File: src/broadcast_slot_multi_reader_unit_macros.svh
// Assertion macros used by the mailbox top level.
`ifndef BROADCAST_SLOT_MULTI_READER_UNIT_MACROS_SVH
`define BROADCAST_SLOT_MULTI_READER_UNIT_MACROS_SVH

`ifndef NO_ASSERTIONS

// Property that must hold at every clock edge outside reset.
`define BSMR_ASSERT_ALWAYS(label, clk, rst, prop, msg) \
   label: assert property (@(posedge clk) disable iff (rst) (prop)) else $error(msg);

// Property whose consequence must hold in the cycle after the trigger.
`define BSMR_ASSERT_NEXT(label, clk, rst, ante, cons, msg) \
   label: assert property (@(posedge clk) disable iff (rst) (ante) |=> (cons)) else $error(msg);

`else

`define BSMR_ASSERT_ALWAYS(label, clk, rst, prop, msg)
`define BSMR_ASSERT_NEXT(label, clk, rst, ante, cons, msg)

`endif

`endif

File: src/bsmr_pkg.sv
// Shared constants, codes and types of the broadcast mailbox.
`default_nettype none

package bsmr_pkg;

   localparam int MAX_READERS = 8;
   localparam int ID_WIDTH    = 16;
   localparam int DATA_WIDTH  = 64;
   localparam int TOTAL_WIDTH = 64;

   // field widths fixed by the interface
   localparam int CMD_WIDTH    = 2;
   localparam int RC_WIDTH     = 4;
   localparam int STATUS_WIDTH = 3;
   localparam int PEND_WIDTH   = 4;

   // marked-reader count across the chain
   localparam int CNT_WIDTH = $clog2(MAX_READERS + 1);

   // stream packing
   localparam int REQ_BITS  = CMD_WIDTH + ID_WIDTH + 1 + DATA_WIDTH;
   localparam int REQ_WIDTH = ((REQ_BITS + 7) / 8) * 8;
   localparam int RSP_BITS  = STATUS_WIDTH + DATA_WIDTH + PEND_WIDTH + 2 * TOTAL_WIDTH;
   localparam int RSP_WIDTH = ((RSP_BITS + 7) / 8) * 8;

   // commands
   localparam logic [CMD_WIDTH-1:0] CMD_WRITE = 2'd0;
   localparam logic [CMD_WIDTH-1:0] CMD_READ  = 2'd1;
   localparam logic [CMD_WIDTH-1:0] CMD_QUERY = 2'd2;

   // result status codes
   localparam logic [STATUS_WIDTH-1:0] ST_OK       = 3'd0;
   localparam logic [STATUS_WIDTH-1:0] ST_EMPTY    = 3'd1;
   localparam logic [STATUS_WIDTH-1:0] ST_ALREADY  = 3'd2;
   localparam logic [STATUS_WIDTH-1:0] ST_BUSY     = 3'd3;
   localparam logic [STATUS_WIDTH-1:0] ST_TOO_MANY = 3'd4;

   // carry passed from one reader cell to the next
   typedef struct packed {
      logic                 taken;       // an earlier cell claimed the id
      logic                 hit_marked;  // claiming cell already has its mark
      logic [CNT_WIDTH-1:0] marked;      // marks seen so far in active cells
   } link_type;

   // update strobes broadcast to every cell
   typedef struct packed {
      logic clear_table;
      logic clear_marks;
      logic bind_id;
      logic set_mark;
   } cell_ctl_type;

endpackage

`default_nettype wire

File: src/bsmr_cell.sv
// One reader table cell: bound id and read mark, with search carry.
`default_nettype none

module bsmr_cell
   import bsmr_pkg::*;
(
   input  wire logic                clock,
   input  wire logic                reset,
   input  wire logic                active,
   input  wire logic [ID_WIDTH-1:0] reader_id,
   input  wire cell_ctl_type        ctl,
   input  wire link_type            link_i,
   output link_type                 link_o
);

   logic [ID_WIDTH-1:0] tab_ff;
   logic [ID_WIDTH-1:0] tab_in;
   logic                mark_ff;
   logic                mark_in;
   logic                hit;

   // first active cell that holds the id or is free claims the request
   assign hit = active && !link_i.taken &&
                ((tab_ff == reader_id) || (tab_ff == '0));

   always_comb begin
      link_o.taken      = link_i.taken || hit;
      link_o.hit_marked = link_i.hit_marked || (hit && mark_ff);
      link_o.marked     = link_i.marked + CNT_WIDTH'(active && mark_ff);
   end

   // next state
   always_comb begin
      tab_in  = tab_ff;
      mark_in = mark_ff;
      priority if (ctl.clear_table) begin
         tab_in  = '0;
         mark_in = 1'b0;
      end else begin
         if (ctl.bind_id && hit) begin
            tab_in = reader_id;
         end
         if (ctl.clear_marks) begin
            mark_in = 1'b0;
         end else if (ctl.set_mark && hit) begin
            mark_in = 1'b1;
         end
      end
   end

   always_ff @(posedge clock) begin
      if (reset) begin
         tab_ff  <= '0;
         mark_ff <= 1'b0;
      end else begin
         tab_ff  <= tab_in;
         mark_ff <= mark_in;
      end
   end

endmodule

`default_nettype wire

File: src/bsmr_chain.sv
// Row of reader cells; the search carry ripples from cell 0 upward.
`default_nettype none

module bsmr_chain
   import bsmr_pkg::*;
(
   input  wire logic                clock,
   input  wire logic                reset,
   input  wire logic [RC_WIDTH-1:0] consumer_count,
   input  wire logic [ID_WIDTH-1:0] reader_id,
   input  wire cell_ctl_type        ctl,
   output link_type                 summary
);

   link_type link [0:MAX_READERS];

   assign link[0] = '0;

   // only the first consumer_count cells take part
   for (genvar g = 0; g < MAX_READERS; g++) begin : g_cell
      logic active;
      assign active = (int'(consumer_count) > g);

      bsmr_cell u_cell (
         .clock     (clock),
         .reset     (reset),
         .active    (active),
         .reader_id (reader_id),
         .ctl       (ctl),
         .link_i    (link[g]),
         .link_o    (link[g+1])
      );
   end

   assign summary = link[MAX_READERS];

endmodule

`default_nettype wire

File: src/broadcast_slot_multi_reader_unit.sv
// Top level of the one-entry broadcast mailbox with a multi-reader table.
// A request is handled in a capture state, then an execute state in which the reader
// cell chain resolves the id and all state updates and the response beat is registered;
// execute waits while rsp stalls. No new request is accepted until execute ends.
// Reset (synchronous, active high) empties the slot, frees every reader cell, clears
// marks, totals and the consumer count. The stored payload is not cleared.
`default_nettype none
`include "broadcast_slot_multi_reader_unit_macros.svh"

module broadcast_slot_multi_reader_unit
   import bsmr_pkg::*;
(
   input  wire logic                 clock,
   input  wire logic                 reset,
   // configuration: consumer count
   input  wire logic                 csr_wr_en,
   input  wire logic [RC_WIDTH-1:0]  csr_wr_data,
   // request stream
   input  wire logic                 req_tvalid,
   output logic                      req_tready,
   // command[1:0], reader_id[17:2], keep_entry[18], write_data[82:19], zero pad
   input  wire logic [REQ_WIDTH-1:0] req_tdata,
   // response stream
   output logic                      rsp_tvalid,
   input  wire logic                 rsp_tready,
   // status[2:0], read_data[66:3], pending_count[70:67],
   // delete_total[134:71], write_total[198:135], zero pad
   output logic [RSP_WIDTH-1:0]      rsp_tdata
);

   localparam logic ST_IDLE = 1'b0;
   localparam logic ST_EXEC = 1'b1;

   logic                     state_ff, state_in;
   logic [CMD_WIDTH-1:0]     cmd_ff;
   logic [ID_WIDTH-1:0]      id_ff;
   logic                     keep_ff;
   logic [DATA_WIDTH-1:0]    wdata_ff;
   logic [RC_WIDTH-1:0]      rc_ff, rc_in;
   logic                     full_ff, full_in;
   logic [DATA_WIDTH-1:0]    payload_ff;
   logic [TOTAL_WIDTH-1:0]   deleted_ff, deleted_in;
   logic [TOTAL_WIDTH-1:0]   written_ff, written_in;
   logic                     rsp_valid_ff, rsp_valid_in;
   logic [RSP_WIDTH-1:0]     rsp_data_ff, rsp_data_in;

   logic                     req_fire;
   logic                     exec_fire;
   link_type                 summary;
   cell_ctl_type             ctl;

   logic [STATUS_WIDTH-1:0]  status;
   logic [DATA_WIDTH-1:0]    rdata;
   logic                     do_write;
   logic                     do_delete;
   logic [CNT_WIDTH-1:0]     marked_next;
   logic [PEND_WIDTH-1:0]    pending;

   assign req_tready = (state_ff == ST_IDLE);
   assign req_fire   = req_tvalid && req_tready;
   assign exec_fire  = (state_ff == ST_EXEC) && (!rsp_valid_ff || rsp_tready);
   assign rsp_tvalid = rsp_valid_ff;
   assign rsp_tdata  = rsp_data_ff;

   // reader cells
   bsmr_chain u_chain (
      .clock          (clock),
      .reset          (reset),
      .consumer_count (rc_ff),
      .reader_id      (id_ff),
      .ctl            (ctl),
      .summary        (summary)
   );

   // command decode and slot decisions for the held request
   always_comb begin
      status      = ST_OK;
      rdata       = '0;
      do_write    = 1'b0;
      do_delete   = 1'b0;
      ctl         = '0;
      unique case (cmd_ff)
         CMD_WRITE: begin
            if (full_ff) begin
               status = ST_BUSY;
            end else begin
               do_write        = 1'b1;
               ctl.clear_marks = exec_fire;
            end
         end
         CMD_READ: begin
            priority if (!full_ff) begin
               status = ST_EMPTY;
            end else if (rc_ff == '0) begin
               rdata     = payload_ff;
               do_delete = !keep_ff;
            end else if ((id_ff == '0) || !summary.taken) begin
               status = ST_TOO_MANY;
            end else if (summary.hit_marked) begin
               status = ST_ALREADY;
            end else begin
               rdata        = payload_ff;
               ctl.bind_id  = exec_fire;
               ctl.set_mark = exec_fire && !keep_ff;
               do_delete    = !keep_ff &&
                              (int'(summary.marked) + 1 >= int'(rc_ff));
            end
         end
         default: begin
            // query and the unused code leave the state alone
         end
      endcase
      ctl.clear_table = csr_wr_en;
   end

   // slot fill state and totals after this request
   always_comb begin
      full_in    = full_ff;
      deleted_in = deleted_ff;
      written_in = written_ff;
      if (exec_fire && do_write) begin
         full_in    = 1'b1;
         written_in = written_ff + TOTAL_WIDTH'(1);
      end
      if (exec_fire && do_delete) begin
         full_in    = 1'b0;
         deleted_in = deleted_ff + TOTAL_WIDTH'(1);
      end
   end

   always_comb begin
      if (do_write) begin
         marked_next = '0;
      end else begin
         marked_next = summary.marked + CNT_WIDTH'(ctl.set_mark);
      end
      if ((full_ff && !do_delete) || do_write) begin
         pending = PEND_WIDTH'(1 + int'(rc_ff) - int'(marked_next));
      end else begin
         pending = '0;
      end
   end

   // response register and state sequencing
   always_comb begin
      state_in     = state_ff;
      rsp_valid_in = rsp_valid_ff;
      rsp_data_in  = rsp_data_ff;
      if (rsp_valid_ff && rsp_tready) begin
         rsp_valid_in = 1'b0;
      end
      unique case (state_ff)
         ST_IDLE: begin
            if (req_fire) begin
               state_in = ST_EXEC;
            end
         end
         ST_EXEC: begin
            if (exec_fire) begin
               state_in     = ST_IDLE;
               rsp_valid_in = 1'b1;
               rsp_data_in  = RSP_WIDTH'({written_in, deleted_in, pending, rdata, status});
            end
         end
         default: begin
            state_in = ST_IDLE;
         end
      endcase
   end

   // consumer count saturates at the table size
   always_comb begin
      rc_in = rc_ff;
      if (csr_wr_en) begin
         if (int'(csr_wr_data) > MAX_READERS) begin
            rc_in = RC_WIDTH'(MAX_READERS);
         end else begin
            rc_in = csr_wr_data;
         end
      end
   end

   // control registers
   always_ff @(posedge clock) begin
      if (reset) begin
         state_ff     <= ST_IDLE;
         rc_ff        <= '0;
         full_ff      <= 1'b0;
         deleted_ff   <= '0;
         written_ff   <= '0;
         rsp_valid_ff <= 1'b0;
      end else begin
         state_ff     <= state_in;
         rc_ff        <= rc_in;
         full_ff      <= full_in;
         deleted_ff   <= deleted_in;
         written_ff   <= written_in;
         rsp_valid_ff <= rsp_valid_in;
      end
   end

   // payload registers
   always_ff @(posedge clock) begin
      if (req_fire) begin
         cmd_ff   <= req_tdata[CMD_WIDTH-1:0];
         id_ff    <= req_tdata[CMD_WIDTH +: ID_WIDTH];
         keep_ff  <= req_tdata[CMD_WIDTH + ID_WIDTH];
         wdata_ff <= req_tdata[CMD_WIDTH + ID_WIDTH + 1 +: DATA_WIDTH];
      end
      if (exec_fire && do_write) begin
         payload_ff <= wdata_ff;
      end
      rsp_data_ff <= rsp_data_in;
   end

   // checks
   `BSMR_ASSERT_NEXT(a_write_fills, clock, reset, exec_fire && do_write,
      full_ff && (written_ff == $past(written_ff) + TOTAL_WIDTH'(1)),
      "accepted write did not fill the slot and count")

   `BSMR_ASSERT_ALWAYS(a_marks_bounded, clock, reset,
      int'(summary.marked) <= int'(rc_ff),
      "marked readers exceed the consumer count")

   `BSMR_ASSERT_NEXT(a_empty_pending, clock, reset, exec_fire && !full_in,
      rsp_data_ff[STATUS_WIDTH + DATA_WIDTH +: PEND_WIDTH] == '0,
      "pending count nonzero for an empty slot")

endmodule

`default_nettype wire
File: config.mk
export PLATFORM = sky130hd
export DESIGN_NAME = broadcast_slot_multi_reader_unit
export DESIGN_NICKNAME = d
export VERILOG_FILES = /design/src/bsmr_pkg.sv /design/src/bsmr_cell.sv /design/src/bsmr_chain.sv /design/src/broadcast_slot_multi_reader_unit.sv
export VERILOG_INCLUDE_DIRS = /design/src /design/src/src
export SDC_FILE = /design/constraint.sdc
export NUM_CORES = 1
export LEC_CHECK = 0
export BUFFER_PORTS_ARGS = -buffer_cell sky130_fd_sc_hd__buf_2
export CAP_MARGIN = 10
export CORE_MARGIN = 5
export CORE_UTILIZATION = 55
export CTS_BUF_LIST = sky130_fd_sc_hd__clkbuf_2
export CTS_CLUSTER_SIZE = 10
export DETAILED_ROUTE_END_ITERATION = 12
export GPL_TIMING_DRIVEN = 0
export PLACE_DENSITY = 0.76
export SETUP_SLACK_MARGIN = 0.05
export SKIP_LAST_GASP = 1
export SYNTH_ARGS = -nofsm -noshare
export SYNTH_HDL_FRONTEND = slang
export SYNTH_SLANG_ARGS = --single-unit
File: constraint.sdc
create_clock -name clock -period 5.5 [get_ports clock]
set_clock_uncertainty 0.1 [all_clocks]
set_input_delay 0 -clock clock [delete_from_list [all_inputs] [get_ports clock]]
set_output_delay 0 -clock clock [all_outputs]
set_load 0.02 [all_outputs]
[Word level (Yosys, flattened, before mapping)]
Index checks and enable logic that the tools add are counted.
Storage, ports and cells
  RAM bits: 0
  latch bits: 0
  memories: 0
  memory bits (read-only): 0
  register bits: 617
  output and inout port bits: 202
Operators by class
  multipliers: 0
  shift operators: 0
  add/subtract/negate cells: 13
  order comparisons: 10
  bitwise operators: 1
  equality and inequality tests: 9
  multiplexer cells: 33
  reduce and logical (&&, ||, !) cells: 107
  divide/modulo/power cells: 0
Operator list (number)
  64-bit 2-to-1 mux: 5
  16-bit zero test: 9
  64-bit by 1-bit adder with 64-bit output (second input constant): 2
  16-bit == test: 8
  1-bit logical AND: 55
  4-bit by 1-bit adder with 4-bit output: 7
  1-bit logical OR: 25
  4-bit by 3-bit > comparator with 1-bit output (second input constant): 4
  1-bit 2-to-1 mux: 14
  2-bit 2-to-1 mux: 7
  1-bit zero test: 11
  3-bit 2-to-1 mux: 3
  4-bit by 1-bit > comparator with 1-bit output (second input constant): 2
  4-bit by 2-bit > comparator with 1-bit output (second input constant): 2
  4-bit 2-to-1 mux: 2
  3-bit case mux with 2 select lines: 1
  4-bit by 1-bit adder with 5-bit output (second input constant): 1
  5-bit by 4-bit >= comparator with 1-bit output: 1
  1-bit by 4-bit adder with 4-bit output (first input constant): 1
  4-bit > comparator (second input constant): 1
  4-bit zero test: 1
  2-bit AND reduction: 2
  2-bit OR reduction: 2
  4-bit subtractor: 1
  other kinds (6): 6

[Logic depth before layout (Yosys ltp)]
Gate-level depths: netlist of the first run.
  word-level depth: 40
  mapped depth: 23
  gate-level depth less buffers: 21

[Modules after synthesis]
Synthesis of the first run repeated with hierarchy kept, for this count alone.
Unflattened totals
  cells, all modules: 2204
  area, all modules: 26385.3 um^2
Modules (own cells, without submodules)
  broadcast_slot_multi_reader_unit: instances 1, area each 18490.2 um^2, cells each 1306
  bsmr_cell: instances 8, area each 978.4 um^2, cells each 111
  bsmr_chain: instances 1, area each 67.6 um^2, cells each 10

[Least setup slack after synthesis of the first run]
OpenSTA, ideal clock, no wires.
  path kind: register to register
  start point: register rsp_valid_ff (netlist: rsp_tvalid)
  end point: register rsp_data_ff[126] (netlist: rsp_tdata[126]) (data pin)
  setup slack: -0.613 ns
  data required time: 5.137 ns
  stages on the path, launching flop included: 8
  clock period less this slack: 6.113 ns
  library setup time: 0.263 ns
  path buffers: 0
  arrival: 5.750 ns
  path through: dfxtp_1 -> nand2b_1 -> nand2_1 -> inv_1 -> nand3_1 -> nor4_1 -> o2111ai_1 -> xnor2_1
On the way
  cells in the longest elaborated chain, start to end: 5
RTL lines
  start: declaration: line broadcast_slot_multi_reader_unit.sv:44  | logic rsp_valid_ff, rsp_valid_in;
  start signal: assignment: line broadcast_slot_multi_reader_unit.sv:198  | rsp_valid_ff <= rsp_valid_in;
  1-bit zero test: line broadcast_slot_multi_reader_unit.sv:61  | assign exec_fire = (state_ff == ST_EXEC) && (!rsp_valid_ff || rsp_tready);
  1-bit logical OR: line broadcast_slot_multi_reader_unit.sv:61
  1-bit logical AND: line broadcast_slot_multi_reader_unit.sv:61
  1-bit logical AND: line broadcast_slot_multi_reader_unit.sv:125  | if (exec_fire && do_delete) begin
  64-bit 2-to-1 mux: line broadcast_slot_multi_reader_unit.sv:125
  net deleted_in[55]: line broadcast_slot_multi_reader_unit.sv:42  | logic [TOTAL_WIDTH-1:0] deleted_ff, deleted_in;
  end signal: assignment: line broadcast_slot_multi_reader_unit.sv:213  | rsp_data_ff <= rsp_data_in;
  end: declaration: line broadcast_slot_multi_reader_unit.sv:45  | logic [RSP_WIDTH-1:0] rsp_data_ff, rsp_data_in;
The timed path passes the listed nets, and every way through them passes these cells.
A chain may end at the register's enable or synchronous reset.

[Worst setup path after layout of the first run]
  start point: register rc_ff[1]
  end point: register rsp_data_ff[100] (netlist: rsp_tdata[100]) (data pin)
On the way
  cells in the longest elaborated chain, start to end: 38
  elaborated cells on any way between the ends: 80
  those cells by class: add/sub: 8; order compare: 9; mux: 6; reduce/logical: 57
RTL lines
  start: declaration: line broadcast_slot_multi_reader_unit.sv:39  | logic [RC_WIDTH-1:0] rc_ff, rc_in;
  start signal: assignment: line broadcast_slot_multi_reader_unit.sv:194  | rc_ff <= rc_in;
  parallel branches: the longest is 33 deep, another holds 4-bit by 1-bit adder with 5-bit output
  1-bit 2-to-1 mux (*): line broadcast_slot_multi_reader_unit.sv:94  | end else if (rc_ff == '0) begin
  1-bit 2-to-1 mux (*): line broadcast_slot_multi_reader_unit.sv:92  | priority if (!full_ff) begin
  1-bit 2-to-1 mux (*): line broadcast_slot_multi_reader_unit.sv:82  | unique case (cmd_ff)
  1-bit logical AND (*): line broadcast_slot_multi_reader_unit.sv:125
  64-bit 2-to-1 mux (*): line broadcast_slot_multi_reader_unit.sv:125
  net deleted_in[29]: line broadcast_slot_multi_reader_unit.sv:42
Mark *: on every way through the listed nets, which the timed path passes.

==> flow_summary.yaml, run 1 <==
pwr:
  internal_power_mw: 6.66
  swShare: 0.273
  p_clk_frac: 0.353
  comb_power_share: 0.092
  cellPowerDensity_nw_per_um2: 275
  p_leak_nw: 13.6
  ir_drop_v: 0.000183
  p_seq_frac: 0.556
  p_switching_mw: 2.50
drt:
  dr.pass1.iters: 5
  drtIter0Drc: 1775
  via_per_inst: 5.54
  vias: 19583
  drc: 0
  wl_per_cell_um: 20.9
  drtAntennaViolNets: 0
  routed_wl_um: 73900
timing:
  relSlewSlack: 0.397
  fin_crit_ns: 5.92
  slew_violations: 0
  setup_tns_ns: -26.03
  rsz0062_at_grt: "yes"
  hold_viol_final: 0
  tightest_slew_ns: 0.903
  period_share: 1.08
  timing.fmax_mhz: 169
  setup_viol: 87
  setup_slack_ns: -0.418
die:
  die_w_um: 225
  core_area_um2: 45600
  io_pins: 299
  die_h_um: 225
  rows: 78
  design.die.area_um2: 50600
  start_util: 0.558
flow_run:
  max_cap_viol_count: 0
clocking:
  insertion_delay_ns: 1.31
  cts_root_buf: "clkbuf_2"
  clk_path_buf_depth: 3
  htreeDepth: 4
  numCtsBuffers: 152
  clock_sinks: 617
  cts_tree: "built"
  path_clk_slew_ns: 0.10
place:
  pre_cts_slack_ns: -1.05
  routabilityCongestion: 0.916
  dpl-instance-area_um2: 27900
  dp_hpwl_um: 43400
  io_buffer_count: 290
synthesis:
  synth_edf_count: 346
  synthArstFlopShare: 0
  syn_area_um2: 25400
  yosysMostFrequentCell: "edfxtp_1"
  synth_flop_cell: "edfxtp_1"
  yosys.area.top_type: "edfxtp_1"
  synth_top_area_share: 0.408
  syn-num-nets: 2162
  syn_avg_cell_area_um2: 12.4
  yosys_warnings: 0
  seq_area_frac_synth: 0.622
  synthTopCellsByArea: "edfxtp_1 (41%), dfxtp_1 (21%), xor2_1 (4.5%), mux2i_1 (4.5%), and2_1 (4.4%)"
  synthDistinctLibCells: 68
  synthTopCellsByCount: "edfxtp_1 (346), dfxtp_1 (271), and2_1 (179)"
  ys_ff_latch: 617
  netlist_instances: 2044
global_routing:
  grt_max_degree: 65
  grt_pass1_wl_um: 110000
  antenna_found_initial: 2
  grt.total_usage: 0.281
  grt_pass1_vias: 19953
  overflow: 0
critical_path:
  crit_path_end_kind: "flop"
  worstReg2RegStart: "rc_ff[1]"
  arrival_ns: 6.86
  endpoint: "rsp_tdata[100]"
  critPathKind: "reg -> reg"
  cp_max_fo: 6
  r2r_end: "rsp_tdata[100]"
  critPathLaunch: "rc_ff[1]"
  worst_setup_path_start_kind: "flop"
  rr_worst_depth: 23
  required_ns: 6.44
  r2r_slack_ns: -0.42
hold_path:
  hold_class: "in -> reg"
layout:
  nNetsFinal: 2938
  final_layout_size_suffix_gt1_frac: 0.260
  areaGrowthSynthToFinish_pct: 30.8
  nFillCells: 2904
  stdcell_area_um2: 33300
status:
  outcome: "complete, but fails checks"
  violations: "negative setup slack"
==> registers in the layout, summed over array words and instances (netlist names), 2 cells and up <==
register,cells
rc_ff,4
wdata_ff,64
cmd_ff,2
payload_ff,64
deleted_ff,64
u_chain.g_cell.u_cell.mark_ff,8
u_chain.g_cell.u_cell.tab_ff,128
rsp_tdata,199
written_ff,64
id_ff,16
==> worst max-delay path, stage by stage (launching register included) <==
cell	delay (ns)
dfxtp_4	0.36
or2_4	0.27
or3_4	0.34
and2_4	0.16
ha_4	0.21
fa_1	0.53
inv_2	0.05
fa_2	0.35
fa_1	0.54
inv_2	0.07
ha_4	0.24
ha_4	0.25
a21oi_1	0.09
nor2b_4	0.14
o21ai_4	0.07
a2111oi_4	0.38
a21boi_2	0.21
or4b_4	0.53
nand2_8	0.10
buf_12	0.13
buf_4	0.11
buf_12	0.14
nand3_4	0.08
xnor2_1	0.25
==> per-layer routing <==
metal	up-vias	share of wire	GRT usage
met5	-	0	0
li1	8873	-	-
met1	9434	0.37	0.328
met2	996	0.50	0.484
met3	280	0.075	0.0673
met4	0	0.052	0.147
==> stage by stage <==
step	power (mW)	hold WS [ns]	instances	utilization
floorplan	5.55	-0.00113	2044	-
global placement	5.80	0.0763	2934	0.609
detailed placement	5.81	0.0781	2942	0.612
CTS	9.07	0.00531	3514	0.720
global route	9.53	0.227	3533	0.730
finish	9.15	0.235	3533	0.730
==> worst min path at each step <==
stage               depth (start not counted)          from                               end  slack [ns]
global route                                5     csr_wr_en  u_chain.g_cell[7].u_cell.mark_ff        0.23
detailed placement                          1  req_tdata[7]                          id_ff[5]        0.08
CTS                                         5     csr_wr_en  u_chain.g_cell[1].u_cell.mark_ff       0.005
global placement                            1  req_tdata[9]                          id_ff[7]        0.08
finish                                      5     csr_wr_en  u_chain.g_cell[1].u_cell.mark_ff        0.23
floorplan                                   0  req_tdata[0]                         cmd_ff[0]      -0.001
==> final cells by class <==
class | count | area, um2 | share of cell area
plain buffers | 112 | 781 | 0.0235
inverters | 25 | 97.6 | 0.00293
clock buffers | 218 | 1090 | 0.0328
flip-flops and latches | 617 | 15800 | 0.476
diodes | 2 | 5.00 | 0.000150
multi-input cells | 1290 | 9540 | 0.287
clock inverters | 47 | 330 | 0.00993
repair buffers | 622 | 4850 | 0.146
well taps | 600 | 751 | 0.0226
==> what timing repair did <==
item | in CTS | in global routing
pin swaps | 25 | 27
endpoints found under the setup margin | 126 | 119
gates cloned | 2 | 1
hold buffers | 279 | 0
hold endpoints to repair | 592 | 0
gates resized for setup | 103 | 71
buffers inserted | 26 | 17
==> cells in the final DEF (no fill, tap or decap), types with 29 or more instances in the layout <==
cell	n
mux2i_1	114
clkbuf_2	218
nor2_1	169
a21oi_1	31
nand4_1	57
clkbuf_1	49
nand2_1	93
xor2_1	124
nor2b_1	29
nand3_1	45
buf_2	294
nor4_1	62
edfxtp_1	346
dlygate4sd3_1	279
and2_1	178
and3_1	44
clkinv_1	29
xnor2_1	116
buf_4	57
dfxtp_1	267
==> cells by family (layout without fill, tap and decap cells) <==
logic type      count (synthesis)  count (layout)  share of synthesized area
fa+ha+maj                      21              21                     0.0118
buf+inv                       137            1024                     0.0263
simple gates                  764             764                      0.165
mux                           140             140                     0.0563
other cells                     1               3                   0.000147
flops                         617             617                      0.622
xor+xnor                      254             254                     0.0875
compound gates                110             110                     0.0316
==> power by group through the flow <==
stage | Sequential, mW | Combinational [mW] | Clock (mW)
after detailed placement | 5.18 | 0.629 | 0
after CTS | 5.07 | 0.813 | 3.19
final | 5.08 | 0.841 | 3.23
after global placement | 5.20 | 0.602 | 0
after floorplan | 5.31 | 0.244 | 0
after global routing | 5.10 | 0.878 | 3.56
Note: power is estimated with default switching activity, not from simulation.
==> run 2, diff against run 1 <==
- CELL_PAD_IN_SITES_DETAIL_PLACEMENT: unset -> 0
- CELL_PAD_IN_SITES_GLOBAL_PLACEMENT: unset -> 1
- CORE_UTILIZATION: 55 -> 44
- PLACE_DENSITY: 0.76 -> 0.75
==> run 2 against run 1 <==
The flow still finishes with violations (negative setup slack). Critical path depth down 1. Worst setup slack better by 0.14 ns. Combinational power up 3.2%. Die area up 24%. Cell area up 1.1%. Sequential power about the same. Sequential cell count unchanged. Worst hold slack better by 0.0056 ns. Utilization down 14 points. Power up 0.56%. Non-clock buffer count up 4.
==> flow_summary.yaml, run 2 (same netlist as run 1, synthesis figures left out) <==
status:
  outcome: "complete, but fails checks"
  violations: "negative setup slack"
timing:
  fin_crit_ns: 5.77
  rsz0062_at_grt: "yes"
  hold_viol_final: 0
  period_share: 1.05
  setup_viol: 87
  setup_tns_ns: -14.86
  relSlewSlack: 0.418
  slew_violations: 0
  setup_slack_ns: -0.274
  tightest_slew_ns: 0.866
  timing.fmax_mhz: 173
layout:
  final_cell_mix: "edfxtp_1 (346), buf_2 (293), dlygate4sd3_1 (280)"
  areaGrowthSynthToFinish_pct: 32.2
  nFillCells: 4744
  nNetsFinal: 2952
  final_layout_size_suffix_gt1_frac: 0.265
  largest_reg_flops: 199
  regArea_um2: 15800
  fin_cells: 3730
  multi_input_area_um2: 9490
  final_common_cell: "edfxtp_1"
clocking:
  numCtsBuffers: 162
  cts_tree: "built"
  htreeDepth: 4
  clk_path_buf_depth: 3
  clock_sinks: 617
  path_clk_slew_ns: 0.11
  cts_root_buf: "clkbuf_2"
  insertion_delay_ns: 1.31
place:
  dp_hpwl_um: 44500
  io_buffer_count: 290
  routabilityCongestion: 0.862
  place_inst: 3109
global_routing:
  grt_pass1_vias: 19453
  grt_pass1_wl_um: 108000
  grt.total_usage: 0.221
  antenna_found_initial: 2
  overflow: 0
  grt_max_degree: 65
die:
  start_util: 0.443
  rows: 88
  design.die.area_um2: 62700
  core_area_um2: 57500
  io_pins: 299
  die_h_um: 250
  die_w_um: 250
drt:
  wl_per_cell_um: 19.0
  met3_length_um: 3950
  drtIter0Drc: 1039
  routed_wl_um: 70900
  drtAntennaViolNets: 0
  vias: 18798
  drc: 0
  drt-met1-wl_um: 28900
  met2WireLength_um: 35800
  via_per_inst: 5.04
  dr.pass1.iters: 9
  top_layer: "met4"
critical_path:
  arrival_ns: 6.91
  cp_cell_sequence: "or2_4 > or3_4 > and2_4 > ha_4 > fa_1 > inv_1 > fa_2 > fa_1 > inv_2 > ha_4 > xnor2_1 > ha_1 > nor2b_4 > o21ai_4 > a2111oi_4 > a21boi_2 > or4b_4 > buf_6 > buf_8 > a211oi_2 > xor2_1 > and2_1"
  critPathKind: "reg -> reg"
  cp_slowest_stage_delay_ns: 0.53
  required_ns: 6.64
  worst_path_max_delay_cell: "or4b_4"
  crit_path_end_kind: "flop"
  cp_max_fo: 5
  worst_setup_path_start_kind: "flop"
  rr_worst_depth: 22
pwr:
  p_leak_nw: 13.7
  cellPowerDensity_nw_per_um2: 274
  ir_drop_v: 0.000165
flow_run:
  max_cap_viol_count: 0
hold_path:
  min_path_cells: 4
  hold_class: "in -> reg"
[run 2: cell count changes in the layout (fill, tap and decap cells not counted), sizes merged]
cell / before / now
inv: 28 / 29
diode: 2 / 5
clkbuf: 279 / 290
clkinv: 35 / 44
dlygate4sd3: 279 / 280
bufinv: 5 / 3
buf: 394 / 403
[run 2: final timing paths]
| kind | slack, ns | to | start |
|---|---|---|---|
| max | -0.27 | deleted_ff[18] | rc_ff[1] |
| min | 0.24 | cmd_ff[1] | req_tvalid |
| max reg2reg | -0.27 | deleted_ff[18] | rc_ff[1] |
| min reg2reg | 0.27 | payload_ff[21] | wdata_ff[21] |
[run 2: metrics by stage]
| step | setup slack, ns | hold WS [ns] | power (mW) | cell area [um2] | utilization |
|---|---|---|---|---|---|
| 6_report | -0.274 | 0.240 | 9.20 | 33600 | 0.585 |
| 5_1_grt | -0.395 | 0.121 | 9.65 | 33600 | 0.585 |
| 4_1_cts | -0.215 | 0.0259 | 9.26 | 33000 | 0.575 |
| 3_5_place_dp | -1.21 | 0.0781 | 5.83 | 28100 | 0.490 |
| 3_3_place_gp | -1.35 | 0.0767 | 5.82 | 27900 | 0.486 |
| 2_1_floorplan | -0.114 | -0.00113 | 5.55 | 25500 | - |
[run 2: critical path: cells and delay by family (launching register included)]
family | cells | cell delay [ns]
fa+ha+maj | 6 | 2.01
simple gates | 6 | 1.61
flops | 1 | 0.37
compound gates | 4 | 0.90
buf+inv | 4 | 0.40
xor+xnor | 2 | 0.31
[run 2: repair_timing]
| action | 4_1_cts | 5_1_grt |
|---|---|---|
| gates resized for setup | 93 | 96 |
| pin swaps | 21 | 32 |
| buffers inserted | 21 | 23 |
| cloned | 2 | 0 |
| hold buffers | 280 | 0 |
| setup endpoints to repair | 130 | 110 |
| endpoints found under the hold margin | 675 | 0 |
[run 2: report_power, final]
| group | switching (mW) | total (mW) | internal [mW] |
|---|---|---|---|
| Combinational | 0.512 | 0.868 | 0.357 |
| Sequential | 0.0543 | 5.08 | 5.02 |
| Clock | 1.95 | 3.26 | 1.31 |
| Total | 2.52 | 9.20 | 6.69 |
[run 2: metal layers]
layer  vias to the layer above  GRT usage
met1                      9128      0.268
li1                       8943          -
met3                       135     0.0518
met2                       592      0.379
met4                         0     0.0929
met5                         -          0
[run 2: area by class of cell]
class	count	share of cell area
sequential	617	0.471
multi-input combinational	1290	0.282
timing repair buffer	626	0.145
clock buffer	235	0.0350
tap	765	0.0285
buffer	112	0.0247
clock inverter	55	0.0102
inverter	25	0.00290
antenna	5	0.000372
==> run 3, diff against run 2 <==
- CORE_UTILIZATION: 44 -> 43
- CTS_BUF_LIST: sky130_fd_sc_hd__clkbuf_2 -> unset
- PLACE_DENSITY: 0.75 -> 0.73
- RECOVER_POWER: unset -> 50
==> run 3 against run 2 <==
The flow finishes with violations (max-capacitance violations, max-slew violations, negative setup slack). Sequential cell count is the same. Non-clock buffer count shrank 142. Largest cell class unchanged. Maximum frequency shrank 1.9%. Sequential share of layout area grew 1.8 points. First-iteration DRC count shrank 4.2%. Clock power grew 37%. Combinational power shrank 18%. Critical path type unchanged. Highest routed layer unchanged.
==> flow_summary.yaml, run 3 (same netlist as run 1, synthesis figures left out) <==
layout:
  final_cell_mix: "edfxtp_1 (346), clkbuf_1 (303), dfxtp_1 (267)"
  largest_reg_flops: 199
  nNetsFinal: 2721
  final_layout_size_suffix_gt1_frac: 0.148
  final_common_cell: "edfxtp_1"
  nFillCells: 5045
  areaGrowthSynthToFinish_pct: 27.4
  multi_input_area_um2: 9510
  regArea_um2: 15800
  diodes: 0
hold_path:
  hold_class: "in -> reg"
die:
  design.die.area_um2: 64100
  start_util: 0.433
  die_w_um: 253
  core_area_um2: 58800
  io_pins: 299
  die_h_um: 253
  rows: 89
timing:
  setup_slack_ns: -0.384
  setup_viol: 87
  hold_viol_final: 0
  period_share: 1.07
  fin_crit_ns: 5.88
  slew_violations: 215
  timing.fmax_mhz: 170
  hold_ws_ns: 0.0269
  tightest_slew_ns: 2.03
  rsz0062_at_grt: "yes"
  relSlewSlack: -0.356
clocking:
  cts_root_buf: "clkbuf_16"
  clock_sinks: 617
  cts_tree: "built"
  insertion_delay_ns: 0.62
  clk_path_buf_depth: 3
  path_clk_slew_ns: 0.06
  numCtsBuffers: 73
  htreeDepth: 3
drt:
  wl_per_cell_um: 19.9
  routed_wl_um: 68100
  vias: 17675
  via_per_inst: 5.16
  drc: 0
  drtAntennaViolNets: 0
  drtIter0Drc: 995
  dr.pass1.iters: 5
critical_path:
  r2r_slack_ns: -0.38
  endpoint: "deleted_ff[56]"
  cp_max_fo: 6
  crit_path_end_kind: "flop"
  rr_worst_depth: 21
  worst_setup_path_start_kind: "flop"
  required_ns: 5.89
  arrival_ns: 6.28
  worstReg2RegStart: "rc_ff[1]"
  r2r_end: "deleted_ff[56]"
  critPathLaunch: "rc_ff[1]"
  critPathKind: "reg -> reg"
global_routing:
  top_usage_layer: "met2"
  use_met1: 0.267
  grt_max_degree: 65
  overflow: 0
  antenna_found_initial: 1
  use_met2: 0.357
  grt.total_usage: 0.206
  grt_pass1_vias: 17887
  grt_pass1_wl_um: 103000
  use_met3: 0.0320
flow_run:
  max_cap_viol_count: 6
status:
  outcome: "complete, but fails checks"
  violations: "max-capacitance violations, max-slew violations, negative setup slack"
pwr:
  p_total_mw: 10.3
  ir_drop_v: 0.000282
  cellPowerDensity_nw_per_um2: 317
  p_leak_nw: 12.4
place:
  io_buffer_count: 290
  pre_cts_slack_ns: -1.23
  dp_hpwl_um: 45500
  routabilityCongestion: 0.853
[run 3: cell count changes in the layout (fill, tap and decap cells not counted), sizes merged]
cell,previous run,this run
clkbuf,290,392
bufinv,3,1
clkinv,44,4
diode,5,0
clkinvlp,4,1
dlymetal6s4s,0,1
dlygate4sd3,280,149
buf,403,172
inv,29,28
[run 3: where the power goes]
group          total (mW)  internal, mW  switching (mW)
Sequential           5.09          5.04          0.0542
Combinational       0.716         0.232           0.485
Clock                4.48          2.60            1.88
Total                10.3          7.87            2.42
[run 3: timing repair]
action | in CTS | in global routing
setup endpoints to repair | 133 | 119
gates cloned | 2 | 0
hold buffers | 147 | 2
hold endpoints to repair | 120 | 2
resized for setup | 103 | 60
pin swaps | 27 | 20
setup buffers | 23 | 12
[run 3: how the worst min path moves through the flow]
| stage | from | to | slack (ns) | depth (start not counted) |
|---|---|---|---|---|
| 2_1_floorplan | req_tdata[0] | cmd_ff[0] | -0.001 | 0 |
| 3_3_place_gp | req_tdata[27] | wdata_ff[8] | 0.08 | 1 |
| 3_5_place_dp | req_tdata[21] | wdata_ff[2] | 0.08 | 1 |
| 4_1_cts | req_tdata[41] | wdata_ff[22] | 0.001 | 2 |
| 5_1_grt | req_tdata[40] | wdata_ff[21] | 0.005 | 2 |
| 6_report | req_tdata[36] | wdata_ff[17] | 0.03 | 2 |
[run 3: cell type report]
type / count / area share
sequential: 617 / 0.488
clock buffer: 118 / 0.0628
timing repair buffer: 484 / 0.0957
inverter: 25 / 0.00293
clock inverter: 9 / 0.00475
multi-input combinational: 1290 / 0.293
buffer: 112 / 0.0224
tap: 773 / 0.0298
[run 3: metal layers]
metal | up-vias | routed length [um]
met5 | - | 0
met4 | 0 | 2040
met3 | 139 | 3510
met2 | 485 | 34000
met1 | 8681 | 28500
li1 | 8370 | -
[run 3: through the flow]
stage	instances	setup TNS, ns	instance area (um2)	util
after floorplan	2044	-2.41	25500	-
after global placement	3107	-226.69	28000	0.475
after detailed placement	3117	-95.55	28200	0.479
after CTS	3416	-10.61	32400	0.552
after global routing	3428	-36.13	32400	0.551
final	3428	-19.10	32400	0.551
[run 3: critical path, stage by stage, from the launching register on]
cell       delay, ns
dfxtp_4         0.36
or2_4           0.27
or3_4           0.35
and2_4          0.16
ha_4            0.21
fa_1            0.51
inv_2           0.04
fa_2            0.40
fa_2            0.57
inv_2           0.06
ha_4            0.16
xnor2_2         0.12
ha_1            0.28
nor2b_4         0.15
o21ai_4         0.07
a2111oi_4       0.33
a21boi_2        0.20
or4b_4          0.55
nand2_8         0.17
buf_12          0.13
nand4_1         0.18
mux2_4          0.37
